**src/rtl/bsc_pkg.sv**
```systemverilog
// Shared types and constants for the barometric sensor compensation block.
// No dependencies; used by bsc_div and barometric_sensor_compensation.
package bsc_pkg;

   // Pipelined divider geometry
   localparam int DIV_NUM_W  = 32;
   localparam int DIV_DEN_W  = 19;
   localparam int DIV_STAGES = DIV_NUM_W;

   // Total register stages from input accept to result register
   localparam int LATENCY = 2 * DIV_STAGES + 17;

   // Configuration register indexes
   typedef enum logic [1:0] {
      CSR_TEMP_CAL     = 2'd0,
      CSR_PRESS_CAL_A  = 2'd1,
      CSR_PRESS_CAL_B  = 2'd2,
      CSR_OVERSAMPLING = 2'd3
   } csr_index_type;

   // Compensation constants
   localparam logic [1:0]         OSS_RESET  = 2'd1;
   localparam logic signed [27:0] B6_OFFSET  = 28'sd4000;
   localparam logic [11:0]        P_C1       = 12'd3038;
   localparam logic [12:0]        P_C2       = 13'd7357;
   localparam logic signed [47:0] P_C3       = 48'sd3791;
   localparam logic [15:0]        B7_SCALE   = 16'd50000;
   localparam logic [31:0]        B4_OFFSET  = 32'd32768;

   // Output saturation limits
   localparam logic signed [23:0] T_MIN = -24'sd4096;
   localparam logic signed [23:0] T_MAX = 24'sd4095;
   localparam logic signed [48:0] P_MAX = 49'sd262143;

endpackage

```
**src/rtl/bsc_div.sv**
```systemverilog
// Pipelined unsigned restoring divider, one quotient bit per stage.
// Depends on bsc_pkg for widths and stage count.
module bsc_div (
   input  logic                           clock,
   input  logic                           enable,
   input  logic [bsc_pkg::DIV_NUM_W-1:0]  num,
   input  logic [bsc_pkg::DIV_DEN_W-1:0]  den,
   output logic [bsc_pkg::DIV_NUM_W-1:0]  quo
);

   logic [bsc_pkg::DIV_NUM_W-1:0] nq_ff  [bsc_pkg::DIV_STAGES];
   logic [bsc_pkg::DIV_NUM_W-1:0] nq_in  [bsc_pkg::DIV_STAGES];
   logic [bsc_pkg::DIV_DEN_W-1:0] rem_ff [bsc_pkg::DIV_STAGES];
   logic [bsc_pkg::DIV_DEN_W-1:0] rem_in [bsc_pkg::DIV_STAGES];
   logic [bsc_pkg::DIV_DEN_W-1:0] den_ff [bsc_pkg::DIV_STAGES];
   logic [bsc_pkg::DIV_DEN_W-1:0] den_in [bsc_pkg::DIV_STAGES];

   // Each stage shifts in one numerator bit and tries a subtract
   always_comb begin
      logic [bsc_pkg::DIV_NUM_W-1:0] nq_src;
      logic [bsc_pkg::DIV_DEN_W-1:0] rem_src;
      logic [bsc_pkg::DIV_DEN_W-1:0] den_src;
      logic [bsc_pkg::DIV_DEN_W:0]   shifted;
      logic [bsc_pkg::DIV_DEN_W+1:0] trial;
      for (int k = 0; k < bsc_pkg::DIV_STAGES; k++) begin
         if (k == 0) begin
            nq_src  = num;
            rem_src = '0;
            den_src = den;
         end else begin
            nq_src  = nq_ff[k-1];
            rem_src = rem_ff[k-1];
            den_src = den_ff[k-1];
         end
         shifted   = {rem_src, nq_src[bsc_pkg::DIV_NUM_W-1]};
         trial     = {1'b0, shifted} - {2'b00, den_src};
         den_in[k] = den_src;
         if (!trial[bsc_pkg::DIV_DEN_W+1]) begin
            rem_in[k] = trial[bsc_pkg::DIV_DEN_W-1:0];
            nq_in[k]  = {nq_src[bsc_pkg::DIV_NUM_W-2:0], 1'b1};
         end else begin
            rem_in[k] = shifted[bsc_pkg::DIV_DEN_W-1:0];
            nq_in[k]  = {nq_src[bsc_pkg::DIV_NUM_W-2:0], 1'b0};
         end
      end
   end

   // Advance all stages together; hold on stall
   always_ff @(posedge clock) begin
      if (enable) begin
         for (int k = 0; k < bsc_pkg::DIV_STAGES; k++) begin
            nq_ff[k]  <= nq_in[k];
            rem_ff[k] <= rem_in[k];
            den_ff[k] <= den_in[k];
         end
      end
   end

   assign quo = nq_ff[bsc_pkg::DIV_STAGES-1];

endmodule

```
**config.mk**
```make
export PLATFORM = sky130hd
export DESIGN_NAME = bsc_div
export DESIGN_NICKNAME = d
export VERILOG_FILES = /design/src/rtl/bsc_pkg.sv /design/src/rtl/bsc_div.sv
export SDC_FILE = /design/constraint.sdc
export NUM_CORES = 2
export LEC_CHECK = 0
export ABC_AREA = 1
export ABC_CLOCK_PERIOD_IN_PS = 6300
export BUFFER_PORTS_ARGS = -buffer_cell sky130_fd_sc_hd__buf_4
export CORE_ASPECT_RATIO = 1.25
export CORE_UTILIZATION = 40
export DETAILED_ROUTE_END_ITERATION = 16
export PLACE_DENSITY = 0.52
export SLEW_MARGIN = 20
export SYNTH_ARGS = -nofsm -noshare
export SYNTH_HDL_FRONTEND = slang
export SYNTH_SLANG_ARGS = --single-unit
```
**constraint.sdc**
```tcl
create_clock -name clock -period 6.3 [get_ports clock]
set_input_delay 1.26 -clock clock [delete_from_list [all_inputs] [get_ports clock]]
set_output_delay 1.26 -clock clock [all_outputs]
set_load 0.02 [all_outputs]
```
==> metrics.md <==
| Metric | Value |
|---|---|
| DIE AREA | `284000 um^2` |
| Gr usage total | `0.186` |
| Minimum clock period | `3.26 ns` |
| Starting Density | `0.403` |
| Post-cts gate resize count | `0` |
| R2R Path Start | `den_ff[0][231]` |
| CTS Root Buffer Type | `clkbuf_16` |
| P&R area growth vs syn | `11.0%` |
| Proportion of layout cells with a drive suffix above 1 | `0.0622` |
| Worst setup SP type | `flop` |
| Setup tns final | `0 ns` |
| Chip Width | `477 um` |
| Maximum clock insertion buffer count | `4` |
| Hold buffers post-CTS | `0` |
| Detailed-route via count | `74100` |
| Worst-path clk slew | `0.06 ns` |
| Largest net degree at the start of global routing | `184` |
| Starting DRT DRC Count | `4664` |
| Slew Viols, Final | `0` |
| Number of global-route vias before repair | `75000` |
| Filler cells | `26700` |
| Clock Latency Late Sink | `0.90 ns` |
| Status | `finished, final reports clean` |
| Seq cells post-synth | `2202` |
| Final Wtd Congestion | `0.921` |
| Post-CTS Setup Inserts | `0` |
| PwrDens | `472 nW/um^2` |
| Post-synthesis cell area | `113000 um^2` |
| Worst Hold Class | `flop to flop` |
| Mapped Cells | `11200` |
| Top routing layer used | `met4` |
| WL/cell | `17.5 um` |
| Slew headroom | `0.241` |
| Max Cap Viol | `0` |
| DRC Markers | `0` |
| Post-DP HPWL | `202000 um` |
| CP max FO | `31` |
| Num CTS Buffers | `238` |
| PortBufs | `84` |
| CTS tree | `built` |
| Clock Skews | `0.0447 ns` |
| Layout Nets | `12100` |
| Xor-xnor portion of the synthesized cell area | `0.0211` |
| Synth top area cells | `edfxtp_1 (59%), nand2_1 (9.9%), ha_1 (6.6%)` |
| Adder-Cell Fraction of Synth Area | `0.0709` |
| First-pass iteration count of the detailed router | `6` |
| Hold WS | `0.388 ns` |
| ANT nets after route | `0` |
| Power Total | `0.0590 W` |
| H-tree levels | `4` |
| P_leak | `55.4 nW` |
| RSZ-0062 raised after global routing | `no` |
| Sequential area share after synthesis | `0.587` |
| WL met2 | `141000 um` |
| Warnings from Yosys | `0` |
| Post-synthesis compound-gate area fraction | `0.0430` |
| Core footprint | `280000 um^2` |
| WP data arrival | `3.82 ns` |
| Tcrit/Tclk final | `0.518` |
| Simple logic cell fraction of the synthesized area | `0.203` |
| I/O pin count | `85` |
| Vias per inst | `4.84` |
| Synth top area share | `0.587` |
| Worst IR drop on VDD | `0.244 mV` |
| Area leader, netlist | `edfxtp_1` |
| WL final | `268000 um` |
| Slew @ Worst Pin | `1.14 ns` |
| Critical path required time | `6.86 ns` |
| Fin. Hold Viols | `0` |
| Critical Path Start | `den_ff[0][231]` |
| Final-report setup violation count | `0` |
| CTS Sinks | `2202` |
| Main combinational cell family by area after synthesis | `simple AND/OR/NAND/NOR gates` |
| Mux cell area share after synthesis | `0` |
| Initial antenna violation count | `2` |
| Row count | `217` |
| CP endpoint kind | `flop` |
| Avg Inst Size Synth | `10.1 um^2` |
| Die H | `595 um` |
| Hold path start | `nq_ff[1][59]` |
| Most common cell after layout, fill and taps aside | `nand2_1` |
| Commonest cells after routing, fill and taps aside | `nand2_1 (2958), edfxtp_1 (2202), inv_1 (1953)` |
| WL met1 | `109000 um` |
| Met3 wire len | `7570 um` |
| Critical path class | `flop to flop` |
| Fmax | `307 MHz` |
| Grt total ovfl | `0` |
| R2R setup slack | `3.04 ns` |
| Global-route wire length before repair | `417000 um` |
| Netlist cell types | `34` |
## sequential cells by signal, summed over array words and instances (netlist names)
signal / flops
den_ff: 589
rem_ff: 589
nq_ff: 1024
## stage by stage
step,cells,setup WS [ns],cell area [um^2],util
3_3_place_gp,14900,3.00,117000,0.419
3_5_place_dp,14900,2.97,117000,0.419
4_1_cts,15300,3.06,125000,0.447
2_1_floorplan,11200,3.88,113000,-
5_1_grt,15300,2.95,125000,0.447
6_report,15300,3.04,125000,0.447
## final timing paths
path,endpoint,cells after the start
setup reg to reg,rem_ff[0][250],7
hold / removal,nq_ff[1][92],0
setup / recovery,rem_ff[0][250],7
hold reg to reg,nq_ff[1][92],0
## worst max-delay path, cell delays in order, from the launching register on
cell and delay [ns]:
edfxtp_1 0.57, inv_1 0.11, ha_1 0.38, nand2_1 0.11
nand3_1 0.26, nand3_4 0.24, nand3_2 0.52, o21ai_1 0.77
## where the power goes
group | switching (W) | internal [W] | total (W) | leakage (nW)
registers | 0.00184 | 0.0201 | 0.0220 | 21.6
logic | 0.0154 | 0.00775 | 0.0231 | 30.1
clock network | 0.00575 | 0.00812 | 0.0139 | 3.73
## layer usage
metal | vias up | global-route usage
met3 | 504 | 0.0203
met1 | 34700 | 0.214
li1 | 37700 | -
met4 | 0 | 0.0701
met2 | 1161 | 0.352
met5 | - | 0
## logic make-up after synthesis
group / count (synthesis)
adder cells (fa/ha/maj): 620
AND/OR/NAND/NOR: 5084
XOR/XNOR: 271
AO/OA/AOI/OAI: 897
flip-flops: 2202
buffers and inverters: 2076
other: 1
## Yosys cell counts
library cell  count
nand2_1        2958
edfxtp_1       2202
inv_1          1953
nor2_1          692
nand3_1         685
ha_1            590
a21oi_1         365
o21ai_0         289
nand4_1         240
o21ai_1         209
xor2_1          200
nor3_1          125
nand3b_1        120
nand3_2          78
xnor2_1          71
buf_4            65
nand2_2          60
buf_6            50
and2_1           31
a21oi_4          30
fa_1             30
nor3_4           30
and2_4           26
nand3_4          19
nand3b_4         11
nor4_1            5
and2_2            4
buf_2             4
buf_8             3
o211ai_1          2
clkbuf_1          1
conb_1            1
o21a_1            1
o31ai_1           1
## area by class of cell
cell class	count	area, um^2	area share
flip-flops and latches	2202	66100	0.529
multi-input cells	6880	38100	0.305
inverters	1953	7330	0.0587
clock buffers	276	6120	0.0490
well taps	3723	4660	0.0373
clock inverters	151	1580	0.0127
repair buffers	119	1090	0.00871
diodes	1	2.50	0.0000200
No activity file was read; power rests on OpenSTA's default activity.
